--- config.mk ---
export PLATFORM = sky130hd
export DESIGN_NAME = box_smooth_3x3_clipped_border_core
export DESIGN_NICKNAME = d
export VERILOG_FILES = /design/src/design/bsm_pkg.sv /design/src/design/box_smooth_3x3_clipped_border_core.sv /design/src/design/bsm_line_store.sv /design/src/design/bsm_window.sv /design/src/design/bsm_out_stage.sv
export SDC_FILE = /design/constraint.sdc
export NUM_CORES = 1
export LEC_CHECK = 0
export BUFFER_PORTS_ARGS = -buffer_cell sky130_fd_sc_hd__buf_2
export CAP_MARGIN = 0
export CORE_MARGIN = 5
export CORE_UTILIZATION = 50
export CTS_CLUSTER_SIZE = 10
export DETAILED_ROUTE_END_ITERATION = 8
export GPL_ROUTABILITY_DRIVEN = 1
export PLACE_DENSITY = 0.65
export REMOVE_ABC_BUFFERS = 1
export SLEW_MARGIN = 20
export SYNTH_ARGS = -nofsm -noshare
export SYNTH_HDL_FRONTEND = slang
export SYNTH_SLANG_ARGS = --single-unit
--- constraint.sdc ---
create_clock -name clk -period 7.4 [get_ports clk]
set_clock_uncertainty 0.05 [all_clocks]
set_input_delay 1.48 -clock clk [delete_from_list [all_inputs] [get_ports clk]]
set_output_delay 1.48 -clock clk [all_outputs]
set_load 0.02 [all_outputs]
--- src/design/bsm_pkg.sv ---
// Shared types, sizes and helpers for the 3x3 clipped-border box smoother.
// Used by every module in the design folder; depends on nothing else.

package bsm_pkg;

    localparam int MAX_WIDTH   = 32;
    localparam int MAX_RESULTS = 33;
    localparam int SIDE_CAP    = (MAX_WIDTH < MAX_RESULTS - 2) ? MAX_WIDTH : MAX_RESULTS - 2;
    localparam int ADDR_W      = $clog2(MAX_WIDTH);
    localparam int SIDE_W      = 6;
    localparam int PIX_W       = 8;
    localparam int PAIR_W      = PIX_W + 1;   // sum of two pixels
    localparam int COL_W       = PIX_W + 2;   // sum of three pixels
    localparam int SUM_W       = PIX_W + 4;   // sum of up to nine pixels
    localparam int RECIP_W     = 14;
    localparam int RECIP_SH    = 15;
    localparam int PROD_W      = SUM_W + RECIP_W;

    localparam logic [SIDE_W-1:0] SIDE_RESET = SIDE_W'(32);
    localparam logic [SIDE_W-1:0] SIDE_MIN   = SIDE_W'(2);
    localparam logic [SIDE_W-1:0] SIDE_MAX   = SIDE_W'(SIDE_CAP);

    // Divisor of a mean: number of neighbors that lie inside the image.
    typedef enum logic [1:0] {
        DIV4,
        DIV6,
        DIV9
    } div_t;

    // Position of an accepted pixel, reduced to what the window needs.
    typedef struct packed {
        logic r_lt2;
        logic r_ge1;
        logic c_ge1;
        logic c_lt2;
        logic c_last;
        logic frame_last;
    } pos_flags_t;

    // One result before the divide.
    typedef struct packed {
        logic [SUM_W-1:0] sum;
        div_t             div;
        logic             eor;
        logic             eof;
    } token_t;

    function automatic logic [SIDE_W-1:0] sat_side(input logic [SIDE_W-1:0] v);
        logic [SIDE_W-1:0] s;
        s = v;
        if (s < SIDE_MIN)
            s = SIDE_MIN;
        if (s > SIDE_MAX)
            s = SIDE_MAX;
        return s;
    endfunction

    // Truncated division by 4, 6 or 9 through a scaled reciprocal.
    function automatic logic [PIX_W-1:0] mean_div(input logic [SUM_W-1:0] sum,
                                                   input div_t d);
        logic [RECIP_W-1:0] k;
        logic [PROD_W-1:0]  prod;
        case (d)
            DIV4:    k = RECIP_W'(8192);
            DIV6:    k = RECIP_W'(5462);
            DIV9:    k = RECIP_W'(3641);
            default: k = RECIP_W'(8192);
        endcase
        prod = PROD_W'(sum) * PROD_W'(k);
        return prod[RECIP_SH +: PIX_W];
    endfunction

endpackage

--- src/design/box_smooth_3x3_clipped_border_core.sv ---
// Top level of the 3x3 clipped-border box smoother: side register, position
// counters, input stage and line stores. Uses bsm_pkg and the bsm_* modules.
//
//  channel   signals                                  moves
//  -------   ---------------------------------------  -------------------------
//  config    cfg_valid, cfg_ready, image_side         side word, clears counters
//  input     in_valid, in_stall, pixel_in             one pixel word
//  output    out_valid, out_stall, smoothed_pixel,    one smoothed pixel word
//            end_of_run, end_of_frame
//
// One pixel word is taken per cycle while in_stall is low. A pixel that ends a row
// below the first, other than the last, gives two results and holds back the next
// pixel until both have left the window stage; the last pixel of a frame gives side + 2
// results and holds the input until its flush is over; the flush walks the line-store
// read port one column a cycle while the result path is not stalled.
// Reset is asynchronous and clears the counters and all valid flags; no clearing
// pass is needed. A stalled output holds its word and backs up into in_stall.

module box_smooth_3x3_clipped_border_core (
    input  logic                        clk,
    input  logic                        rst_n,
    input  logic                        cfg_valid,
    output logic                        cfg_ready,
    input  logic [bsm_pkg::SIDE_W-1:0]  image_side,
    input  logic                        in_valid,
    output logic                        in_stall,
    input  logic [bsm_pkg::PIX_W-1:0]   pixel_in,
    output logic                        out_valid,
    input  logic                        out_stall,
    output logic [bsm_pkg::PIX_W-1:0]   smoothed_pixel,
    output logic                        end_of_run,
    output logic                        end_of_frame
);
    import bsm_pkg::*;

    logic [SIDE_W-1:0] side_reg, side_eff;
    logic [SIDE_W-1:0] row_reg, row_next, col_reg, col_next;
    logic [SIDE_W-1:0] row_fix, col_fix, row_inc, col_inc;
    logic              cfg_we, accept;

    logic              s1_valid_reg, s1_valid_next;
    pos_flags_t        s1_flags_reg, pos_flags;
    logic [PIX_W-1:0]  s1_pix_reg;
    logic [ADDR_W-1:0] s1_col_reg;

    logic              w_ready, w_load, flush_busy;
    logic              f_rd_en;
    logic [ADDR_W-1:0] f_rd_addr;
    logic              rd_en;
    logic [ADDR_W-1:0] rd_addr;
    logic [PIX_W-1:0]  rd_prev, rd_prev2;
    logic              tok_valid, t_ready;
    token_t            tok;

    assign cfg_ready = 1'b1;
    assign cfg_we    = cfg_valid && cfg_ready;
    assign side_eff  = sat_side(side_reg);

    always_comb
    begin
        // Counters left beyond the side start a new frame.
        if ((row_reg >= side_eff) || (col_reg >= side_eff))
        begin
            row_fix = '0;
            col_fix = '0;
        end
        else
        begin
            row_fix = row_reg;
            col_fix = col_reg;
        end
        row_inc = row_fix + SIDE_W'(1);
        col_inc = col_fix + SIDE_W'(1);

        pos_flags.r_lt2      = row_fix < SIDE_W'(2);
        pos_flags.r_ge1      = row_fix != '0;
        pos_flags.c_ge1      = col_fix != '0;
        pos_flags.c_lt2      = col_fix < SIDE_W'(2);
        pos_flags.c_last     = col_inc == side_eff;
        pos_flags.frame_last = (col_inc == side_eff) && (row_inc == side_eff);

        w_load   = s1_valid_reg && w_ready;
        // The frame's last pixel keeps the input closed until its flush is over,
        // since the flush owns the line-store read port.
        in_stall = !((!s1_valid_reg || w_load) && !flush_busy &&
                     !(s1_valid_reg && s1_flags_reg.frame_last));
        accept   = in_valid && !in_stall;

        s1_valid_next = accept ? 1'b1 : (w_load ? 1'b0 : s1_valid_reg);

        row_next = row_reg;
        col_next = col_reg;
        if (cfg_we)
        begin
            row_next = '0;
            col_next = '0;
        end
        else if (accept)
        begin
            if (col_inc < side_eff)
            begin
                row_next = row_fix;
                col_next = col_inc;
            end
            else
            begin
                col_next = '0;
                row_next = (row_inc < side_eff) ? row_inc : '0;
            end
        end

        rd_en   = accept || f_rd_en;
        rd_addr = f_rd_en ? f_rd_addr : col_fix[ADDR_W-1:0];
    end

    always_ff @(posedge clk or negedge rst_n)
    begin
        if (!rst_n)
        begin
            side_reg     <= SIDE_RESET;
            row_reg      <= '0;
            col_reg      <= '0;
            s1_valid_reg <= 1'b0;
        end
        else
        begin
            if (cfg_we)
                side_reg <= image_side;
            row_reg      <= row_next;
            col_reg      <= col_next;
            s1_valid_reg <= s1_valid_next;
        end
    end

    always_ff @(posedge clk)
    begin
        if (accept)
        begin
            s1_flags_reg <= pos_flags;
            s1_pix_reg   <= pixel_in;
            s1_col_reg   <= col_fix[ADDR_W-1:0];
        end
    end

    // The row above moves down into the older store as the new pixel is written.
    bsm_line_store u_line_store (
        .clk      (clk),
        .rd_en    (rd_en),
        .rd_addr  (rd_addr),
        .wr_en    (w_load),
        .wr_addr  (s1_col_reg),
        .wr_prev  (s1_pix_reg),
        .wr_prev2 (rd_prev),
        .rd_prev  (rd_prev),
        .rd_prev2 (rd_prev2)
    );

    bsm_window u_window (
        .clk        (clk),
        .rst_n      (rst_n),
        .side       (side_eff),
        .w_load     (w_load),
        .s1_flags   (s1_flags_reg),
        .s1_pix     (s1_pix_reg),
        .rd_prev    (rd_prev),
        .rd_prev2   (rd_prev2),
        .t_ready    (t_ready),
        .w_ready    (w_ready),
        .flush_busy (flush_busy),
        .f_rd_en    (f_rd_en),
        .f_rd_addr  (f_rd_addr),
        .tok_valid  (tok_valid),
        .tok        (tok)
    );

    bsm_out_stage u_out_stage (
        .clk            (clk),
        .rst_n          (rst_n),
        .tok_valid      (tok_valid),
        .tok            (tok),
        .t_ready        (t_ready),
        .out_valid      (out_valid),
        .out_stall      (out_stall),
        .smoothed_pixel (smoothed_pixel),
        .end_of_run     (end_of_run),
        .end_of_frame   (end_of_frame)
    );

endmodule

--- src/design/bsm_line_store.sv ---
// Two line stores holding the two image rows above the current one.
// One shared read address with registered data, one write address; uses bsm_pkg.

module bsm_line_store (
    input  logic                        clk,
    input  logic                        rd_en,
    input  logic [bsm_pkg::ADDR_W-1:0]  rd_addr,
    input  logic                        wr_en,
    input  logic [bsm_pkg::ADDR_W-1:0]  wr_addr,
    input  logic [bsm_pkg::PIX_W-1:0]   wr_prev,
    input  logic [bsm_pkg::PIX_W-1:0]   wr_prev2,
    output logic [bsm_pkg::PIX_W-1:0]   rd_prev,
    output logic [bsm_pkg::PIX_W-1:0]   rd_prev2
);
    import bsm_pkg::*;

    logic [PIX_W-1:0] prev_mem  [MAX_WIDTH];
    logic [PIX_W-1:0] prev2_mem [MAX_WIDTH];

    always_ff @(posedge clk)
    begin
        if (wr_en)
        begin
            prev_mem[wr_addr]  <= wr_prev;
            prev2_mem[wr_addr] <= wr_prev2;
        end
        if (rd_en)
        begin
            rd_prev  <= prev_mem[rd_addr];
            rd_prev2 <= prev2_mem[rd_addr];
        end
    end

endmodule

--- src/design/bsm_window.sv ---
// Window stage: column sums of the 3x3 window, result sequencing for each pixel,
// and the bottom-row flush that walks the line stores. Uses bsm_pkg.

module bsm_window (
    input  logic                        clk,
    input  logic                        rst_n,
    input  logic [bsm_pkg::SIDE_W-1:0]  side,
    input  logic                        w_load,
    input  bsm_pkg::pos_flags_t         s1_flags,
    input  logic [bsm_pkg::PIX_W-1:0]   s1_pix,
    input  logic [bsm_pkg::PIX_W-1:0]   rd_prev,
    input  logic [bsm_pkg::PIX_W-1:0]   rd_prev2,
    input  logic                        t_ready,
    output logic                        w_ready,
    output logic                        flush_busy,
    output logic                        f_rd_en,
    output logic [bsm_pkg::ADDR_W-1:0]  f_rd_addr,
    output logic                        tok_valid,
    output bsm_pkg::token_t             tok
);
    import bsm_pkg::*;

    logic [COL_W-1:0]  cs0_reg, cs1_reg, cs2_reg;
    logic [PAIR_W-1:0] fw_a_reg, fw_b_reg;
    logic              r0_reg, c0_reg;
    logic              a_pend_reg, b_pend_reg, flush_reg;
    logic              a_pend_next, b_pend_next, flush_next;
    logic [SIDE_W-1:0] fj_reg, fj_next;

    logic              emit_a, emit_b, f_step, f_emit, f_end;
    logic [SIDE_W-1:0] side_p1;
    logic [PAIR_W-1:0] rd_col;
    logic [COL_W-1:0]  new_col;
    logic [SUM_W-1:0]  sum_a, sum_b, sum_f;
    logic              f_left, f_right;

    always_comb
    begin
        side_p1 = side + SIDE_W'(1);
        emit_a  = a_pend_reg && t_ready;
        emit_b  = b_pend_reg && !a_pend_reg && t_ready;
        // The first two flush steps only fetch columns, so they run under A and B.
        f_step  = flush_reg && ((fj_reg < SIDE_W'(2)) ||
                                (!a_pend_reg && !b_pend_reg && t_ready));
        f_emit  = f_step && (fj_reg >= SIDE_W'(2));
        f_end   = f_step && (fj_reg == side_p1);
        f_rd_en   = f_step && (fj_reg < side);
        f_rd_addr = fj_reg[ADDR_W-1:0];

        a_pend_next = a_pend_reg && !emit_a;
        b_pend_next = b_pend_reg && !emit_b;
        flush_next  = flush_reg && !f_end;
        fj_next     = f_step ? fj_reg + SIDE_W'(1) : fj_reg;
        w_ready     = !a_pend_next && !b_pend_next && !flush_next;
        flush_busy  = flush_reg;

        rd_col  = PAIR_W'(rd_prev) + PAIR_W'(rd_prev2);
        new_col = COL_W'(s1_flags.r_lt2 ? PIX_W'(0) : rd_prev2) + COL_W'(rd_prev)
                  + COL_W'(s1_pix);

        sum_a = SUM_W'(c0_reg ? COL_W'(0) : cs0_reg) + SUM_W'(cs1_reg) + SUM_W'(cs2_reg);
        sum_b = SUM_W'(cs1_reg) + SUM_W'(cs2_reg);

        // Flush step j emits bottom-row pixel j-2 from columns j-3, j-2 and j-1.
        f_left  = fj_reg >= SIDE_W'(3);
        f_right = fj_reg <= side;
        sum_f   = SUM_W'(f_left ? fw_b_reg : PAIR_W'(0)) + SUM_W'(fw_a_reg)
                  + SUM_W'(f_right ? rd_col : PAIR_W'(0));
    end

    always_comb
    begin
        tok_valid = emit_a || emit_b || f_emit;
        if (a_pend_reg)
        begin
            tok.sum = sum_a;
            if (r0_reg && c0_reg)
                tok.div = DIV4;
            else if (r0_reg || c0_reg)
                tok.div = DIV6;
            else
                tok.div = DIV9;
            tok.eor = !b_pend_reg && !flush_reg;
            tok.eof = 1'b0;
        end
        else if (b_pend_reg)
        begin
            tok.sum = sum_b;
            tok.div = r0_reg ? DIV4 : DIV6;
            tok.eor = !flush_reg;
            tok.eof = 1'b0;
        end
        else
        begin
            tok.sum = sum_f;
            tok.div = (f_left && f_right) ? DIV6 : DIV4;
            tok.eor = (fj_reg == side_p1);
            tok.eof = (fj_reg == side_p1);
        end
    end

    always_ff @(posedge clk or negedge rst_n)
    begin
        if (!rst_n)
        begin
            a_pend_reg <= 1'b0;
            b_pend_reg <= 1'b0;
            flush_reg  <= 1'b0;
            fj_reg     <= '0;
        end
        else if (w_load)
        begin
            a_pend_reg <= s1_flags.r_ge1 && s1_flags.c_ge1;
            b_pend_reg <= s1_flags.r_ge1 && s1_flags.c_last;
            flush_reg  <= s1_flags.frame_last;
            fj_reg     <= '0;
        end
        else
        begin
            a_pend_reg <= a_pend_next;
            b_pend_reg <= b_pend_next;
            flush_reg  <= flush_next;
            fj_reg     <= fj_next;
        end
    end

    always_ff @(posedge clk)
    begin
        if (w_load)
        begin
            cs0_reg <= cs1_reg;
            cs1_reg <= cs2_reg;
            cs2_reg <= new_col;
            r0_reg  <= s1_flags.r_lt2;
            c0_reg  <= s1_flags.c_lt2;
        end
        if (f_step && (fj_reg >= SIDE_W'(1)))
        begin
            fw_b_reg <= fw_a_reg;
            fw_a_reg <= rd_col;
        end
    end

endmodule

--- src/design/bsm_out_stage.sv ---
// Result path: token register, reciprocal divide and the output register.
// Uses bsm_pkg for the token type and the divide helper.

module bsm_out_stage (
    input  logic                        clk,
    input  logic                        rst_n,
    input  logic                        tok_valid,
    input  bsm_pkg::token_t             tok,
    output logic                        t_ready,
    output logic                        out_valid,
    input  logic                        out_stall,
    output logic [bsm_pkg::PIX_W-1:0]   smoothed_pixel,
    output logic                        end_of_run,
    output logic                        end_of_frame
);
    import bsm_pkg::*;

    logic       t_valid_reg, t_valid_next;
    token_t     tok_reg;
    logic       o_valid_reg, o_valid_next;
    logic       o_ready;
    logic [PIX_W-1:0] pix_reg;
    logic       eor_reg, eof_reg;

    always_comb
    begin
        o_ready      = !o_valid_reg || !out_stall;
        t_ready      = !t_valid_reg || o_ready;
        t_valid_next = t_ready ? tok_valid : t_valid_reg;
        o_valid_next = o_ready ? t_valid_reg : o_valid_reg;
    end

    always_ff @(posedge clk or negedge rst_n)
    begin
        if (!rst_n)
        begin
            t_valid_reg <= 1'b0;
            o_valid_reg <= 1'b0;
        end
        else
        begin
            t_valid_reg <= t_valid_next;
            o_valid_reg <= o_valid_next;
        end
    end

    always_ff @(posedge clk)
    begin
        if (t_ready && tok_valid)
            tok_reg <= tok;
        if (o_ready && t_valid_reg)
        begin
            pix_reg <= mean_div(tok_reg.sum, tok_reg.div);
            eor_reg <= tok_reg.eor;
            eof_reg <= tok_reg.eof;
        end
    end

    assign out_valid      = o_valid_reg;
    assign smoothed_pixel = pix_reg;
    assign end_of_run     = eor_reg;
    assign end_of_frame   = eof_reg;

endmodule

==> results.sh, run 1 <==
export IMPL_run_status="completed"
export IMPL_hold_ws_ns=0.3699
export IMPL_grt_usage_pct=23.22
export IMPL_netlist_top_cell_by_area="edfxtp_1"
export IMPL_cts_buffers=76
export IMPL_synth_distinct_cells=88
export IMPL_cts_hold_fix_buffers=0
export IMPL_route_final_wire_length_um=84390
export IMPL_ys_top_cells_by_area="edfxtp_1 56%, fa_1 7.5%, ha_1 5.0%"
export IMPL_ys_seq_elements=653
export IMPL_post_synth_top_count_cell="edfxtp_1"
export IMPL_crit_required_ns=7.71
export IMPL_place_gp_congestion=0.8896
export IMPL_placed_instances=3479
export IMPL_final_layout_size_suffix_gt1_share_pct=8.712
export IMPL_setup_violations_final=0
export IMPL_postSynthCellCount=2652
export IMPL_synth_warnings=0
export IMPL_antenna_diode_count=0
export IMPL_synth_top_cell_area_share_pct=55.83
export IMPL_postCtsSetupBuffers=0
export IMPL_fin_crit_sh_pct=87.09
export IMPL_largest_net_degree_at_the_start_of_global_routing=77
export IMPL_finalHoldViolations=0
export IMPL_timing_worst_setup_path_type="flop to flop"
export IMPL_floorplan_rows=95
export IMPL_synth_main_ff_cell="edfxtp_1"
export IMPL_drt_first_iter_violations=2096
export IMPL_holdCritStartpoint="s1_flags_reg[2]"
export IMPL_antenna_left=0
export IMPL_maxClockFrequency_mhz=155.2
export IMPL_synthToLayoutAreaGrowth_pct=10.25
export IMPL_boundaryPins=32
export IMPL_ys_top_cells_by_count="623 x edfxtp_1, 313 x inv_1, 272 x nand2_1"
export IMPL_post_layout_nonfiller_instances=3582
export IMPL_via_count_of_the_first_global_routing_pass=21577
export IMPL_sum_neg_setup_slack_ns=0
export IMPL_startpoint_type="flop"
export IMPL_floorplan_initialDensity_pct=50.16
export IMPL_timing_reg2reg_worst_path_depth=20
export IMPL_tritoncts="done"
export IMPL_whs_endpoint="u_window.c0_reg"
export IMPL_place_detailed_hpwl_um=54090
export IMPL_max_clock_path_buffers=3
export IMPL_worst_pin_slew_ns=1.106
export IMPL_synth_async_reset_ratio_pct=4.594
export IMPL_worst_hold_path_type="flop to flop"
export IMPL_clock_sinks=653
export IMPL_worst_r2r_startpoint="u_out_stage.tok_reg[2]"
export IMPL_fp_dieW_um=268.9
export IMPL_routed_wire_length_per_instance_um=23.56
export IMPL_detailedRoute_firstPassIterationCount=5
export IMPL_vert_die_dim_um=268.9
export IMPL_grt_pass1_wl_um=128800
export IMPL_min_delay_path_depth=0
export IMPL_vias=21629
export IMPL_floorplan_die_area_um2=72300
export IMPL_number_of_flops_mapped_to_enable_cells_by_yosys=623
export IMPL_critical_path_end_type="flop"
export IMPL_synth_seq_area_share_pct=58.07
export IMPL_clkLatencyLatePin_ns=0.62
export IMPL_postCtsResizedCells=0
export IMPL_clk_pin_slew_ns=0.05
export IMPL_cts_root_buf="clkbuf_16"
export IMPL_drt_vias_per_instance=6.038
export IMPL_placement_io_buffers=30
export IMPL_antenna_found_initial=4
export IMPL_max_slew_margin_pct=26.01
export IMPL_drcViolationCount=0
export IMPL_final_nets=2963
export IMPL_regToRegEndpoint="u_out_stage.smoothed_pixel[7]"
export IMPL_critical_path_peak_fanout=22
export IMPL_synth_area_per_cell_um2=12.64
export IMPL_core_area_um2=66800
export IMPL_setup_repair_after_global_routing_missed_its_margin="false"
export IMPL_grt_remaining_overflow=0
export IMPL_drv_max_cap_violation_count=0
export IMPL_final_min_clock_period_ns=6.444
export IMPL_post_synth_instance_area_um2=33510
export IMPL_timing_reg2reg_setup_slack_ns=0.96
export IMPL_critical_path_arrival_ns=6.75
export IMPL_cts_htree_levels=3
export IMPL_final_max_slew_viol_count=0
==> worst max-delay path by stage <==
stage | startpoint | to | slack (ns)
5_1_grt | u_out_stage.tok_reg[2] | u_out_stage.smoothed_pixel[7] | 0.58
3_5_place_dp | u_out_stage.tok_reg[2] | u_out_stage.smoothed_pixel[7] | 0.92
2_1_floorplan | side_reg[4] | u_line_store.rd_prev2[0] | 0.19
6_report | u_out_stage.tok_reg[2] | u_out_stage.smoothed_pixel[7] | 0.96
3_3_place_gp | u_out_stage.tok_reg[2] | u_out_stage.smoothed_pixel[7] | 0.94
4_1_cts | u_out_stage.tok_reg[2] | u_out_stage.smoothed_pixel[7] | 0.90
==> cell type report <==
| type | instances | area (um2) |
|---|---|---|
| clock buffers | 95 | 2004 |
| multi-input cells | 1543 | 12390 |
| well taps | 873 | 1092 |
| flip-flops and latches | 653 | 19460 |
| fillers | 5422 | 29860 |
| inverters | 313 | 1175 |
| repair buffers | 97 | 678.2 |
| clock inverters | 8 | 147.6 |
==> logic make-up after synthesis <==
group / share of synthesized area [%]
xor gates and xnor gates: 1.542
other: 0.01119
adders and majority gates: 12.57
buffers and inverters: 5.354
AOI/OAI and AO/OA: 13.28
and+or+nand+nor: 8.905
muxes: 0.2651
DFF: 58.07
==> layer usage <==
metal,GRT usage [%],routed length [um],vias up
li1,-,-,9714
met1,33.42,36280,10911
met2,36.16,38670,858
met3,4.572,6762,146
met4,7.313,2673,0
met5,0,0,-
==> critical path, cell delays in order, from the launching register on <==
cell	delay (ns)
edfxtp_1	0.35
inv_1	0.05
ha_1	0.56
nand2b_1	0.29
fa_1	0.54
inv_1	0.07
fa_1	0.48
fa_1	0.52
fa_1	0.55
inv_1	0.06
fa_1	0.53
inv_1	0.04
ha_1	0.32
a21o_1	0.18
a21o_1	0.18
a2bb2oi_1	0.14
o31a_1	0.26
a211oi_1	0.11
a2111oi_0	0.60
o21bai_1	0.15
xnor2_1	0.14
==> placed cells by master (no fill, tap or decap), types with 7 or more instances in the layout <==
cell	count
edfxtp_1	623
inv_1	313
nand2_1	272
a21oi_1	144
ha_1	135
fa_1	125
and2_1	81
clkbuf_16	77
a211oi_1	67
nor2_1	66
o21ai_0	65
buf_4	65
a311oi_1	61
a221o_1	60
a32oi_1	47
xnor2_1	44
nor2b_1	34
buf_2	30
dfrtp_1	29
nor3_1	25
nand3_1	24
nand2b_1	18
o22ai_1	18
a32o_1	17
clkbuf_1	17
xor2_1	15
o2bb2ai_1	15
nand4bb_1	15
a21o_1	14
nor2_2	12
o211ai_1	11
a21boi_0	11
o21a_1	9
and3_1	8
o21bai_1	7
or3_1	7
nand3b_1	7
mux2_2	7
==> stage by stage <==
step                instance area [um2]  worst slack, ns  utilization, %
floorplan                         32910           0.1886               -
global placement                  34780           0.9403           52.07
detailed placement                34790           0.9168           52.08
CTS                               36940           0.8979           55.30
global route                      36940           0.5771           55.30
finish                            36940           0.9556           55.30
Power of run 1 is left out: the tool's default activity adds up to more than one toggle a clock period on the data nets, which glitch-free logic cannot reach.
==> run 2, diff against run 1 <==
--- a/config.mk
+++ b/config.mk
@@ -7,7 +7,7 @@
 export LEC_CHECK = 0
 export BUFFER_PORTS_ARGS = -buffer_cell sky130_fd_sc_hd__buf_2
 export CAP_MARGIN = 0
-export CORE_MARGIN = 5
+export CORE_MARGIN = 2
 export CORE_UTILIZATION = 50
 export CTS_CLUSTER_SIZE = 10
 export DETAILED_ROUTE_END_ITERATION = 8
==> results.sh, run 2 (synthesis gave the netlist of run 1 again) <==
export IMPL_crit_path_top_delay_cell="a2111oi_0"
export IMPL_routed_wire_length_per_instance_um=23.44
export IMPL_setup_violations_final=0
export IMPL_grt_util_met3_pct=4.198
export IMPL_maxClockFrequency_mhz=149.0
export IMPL_largest_net_degree_at_the_start_of_global_routing=99
export IMPL_mostFrequentLayoutCell="edfxtp_1"
export IMPL_critical_path_peak_fanout=22
export IMPL_crit_required_ns=7.72
export IMPL_floorplan_rows=94
export IMPL_vert_die_dim_um=262.9
export IMPL_core_area_um2=66100
export IMPL_floorplan_die_area_um2=69110
export IMPL_sum_neg_setup_slack_ns=0
export IMPL_cpPeakStageDelay_ns=0.68
export IMPL_final_min_clock_period_ns=6.712
export IMPL_place_detailed_hpwl_um=53310
export IMPL_critical_path_end_type="flop"
export IMPL_drt_vias_per_instance=6.006
export IMPL_startpoint_type="flop"
export IMPL_synthToLayoutAreaGrowth_pct=9.935
export IMPL_grt_pass1_wl_um=127300
export IMPL_path_common_cell="fa_1"
export IMPL_placement_io_buffers=30
export IMPL_final_nets=2958
export IMPL_mostFrequentLayoutCells="623 x edfxtp_1, 313 x inv_1, 272 x nand2_1, 144 x a21oi_1, 135 x ha_1"
export IMPL_global_route_usage_met1_pct=35.25
export IMPL_clock_sinks=653
export IMPL_place_gp_congestion=0.8600
export IMPL_fp_dieW_um=262.9
export IMPL_cts_buffers=76
export IMPL_max_slew_margin_pct=30.22
export IMPL_worst_pin_slew_ns=1.046
export IMPL_critical_path_buf_inv_count=3
export IMPL_floorplan_initialDensity_pct=50.70
export IMPL_critical_path_cell_chain="ha_1, nand2b_1, fa_1, inv_1, fa_1, fa_1, fa_1, inv_1, fa_1, inv_1, ha_1, a21o_1, a21o_1, a2bb2oi_1, o31a_1, a211oi_1, a2111oi_0, o21bai_1, xnor2_1"
export IMPL_via_count_of_the_first_global_routing_pass=21182
export IMPL_run_status="completed"
export IMPL_critPathTopFamily="adder cells"
export IMPL_timing_worst_setup_path_type="flop to flop"
export IMPL_drt_first_iter_violations=2005
export IMPL_cts_htree_levels=3
export IMPL_route_final_wire_length_um=83500
export IMPL_finalHoldViolations=0
export IMPL_drv_max_cap_violation_count=0
export IMPL_layout_filler_cells=5465
export IMPL_setup_repair_after_global_routing_missed_its_margin="false"
export IMPL_postCtsResizedCells=0
export IMPL_postCtsSetupBuffers=0
export IMPL_clkLatencyLatePin_ns=0.63
export IMPL_clk_pin_slew_ns=0.05
export IMPL_worst_hold_path_type="flop to flop"
export IMPL_critical_path_arrival_ns=7.03
export IMPL_fin_crit_sh_pct=90.70
export IMPL_grt_usage_pct=24.03
export IMPL_cts_root_buf="clkbuf_16"
export IMPL_grt_remaining_overflow=0
export IMPL_final_layout_size_suffix_gt1_share_pct=8.673
export IMPL_use_met2_pct=36.78
export IMPL_max_clock_path_buffers=3
export IMPL_busiest_layer="met2"
export IMPL_vias=21401
export IMPL_antenna_left=0
export IMPL_drcViolationCount=0
export IMPL_cts_hold_fix_buffers=0
export IMPL_detailedRoute_firstPassIterationCount=5
export IMPL_final_max_slew_viol_count=0
export IMPL_antenna_found_initial=0
export IMPL_tritoncts="done"
export IMPL_boundaryPins=32
-- run 2: changes by cell type in the layout (fill, tap and decap cells not counted), sizes merged --
cell,change
bufinv,-1
buf,-5
clkbuf,-7
clkinvlp,+1
inv,+5
diode,+1
clkinv,-4
-- run 2: worst paths after layout --
kind	to	start	depth (start not counted)	slack, ns
max	u_out_stage.smoothed_pixel[7]	u_out_stage.tok_reg[3]	19	0.69
min	u_out_stage.end_of_frame	u_out_stage.tok_reg[0]	0	0.38
max reg2reg	u_out_stage.smoothed_pixel[7]	u_out_stage.tok_reg[3]	19	0.69
min reg2reg	u_out_stage.end_of_frame	u_out_stage.tok_reg[0]	0	0.38
max in group asynchronous	u_window.fj_reg[1]	rst_n	1	5.96
min in group asynchronous	row_reg[5]	rst_n	1	0.87
-- run 2: cell type report --
type	count	area, um2	area share (%)
well taps	864	1081	2.934
diodes	1	2.502	0.006793
clock buffers	88	1967	5.339
multi-input cells	1543	12390	33.63
inverters	313	1175	3.189
repair buffers	92	640.6	1.739
flip-flops and latches	653	19460	52.82
clock inverters	9	123.9	0.3362
-- run 2: metrics by stage --
stage | setup slack (ns) | area (um2) | util, % | hold WS, ns | instances
2_1_floorplan | 0.1886 | 32910 | - | 0.3503 | 2509
3_3_place_gp | 0.9228 | 34730 | 52.55 | 0.3643 | 3465
3_5_place_dp | 0.7024 | 34730 | 52.55 | 0.3682 | 3465
4_1_cts | 0.7194 | 36830 | 55.71 | 0.3808 | 3562
5_1_grt | 0.4281 | 36840 | 55.73 | 0.3861 | 3562
6_report | 0.6881 | 36840 | 55.74 | 0.3821 | 3563
-- run 2: routing by layer --
layer / up-vias / share of wire (%)
li1: 9709 / -
met1: 10780 / 45
met2: 789 / 45
met3: 123 / 7.3
met4: 0 / 2.7
met5: - / 0
Power of run 2 is left out for the same reason.
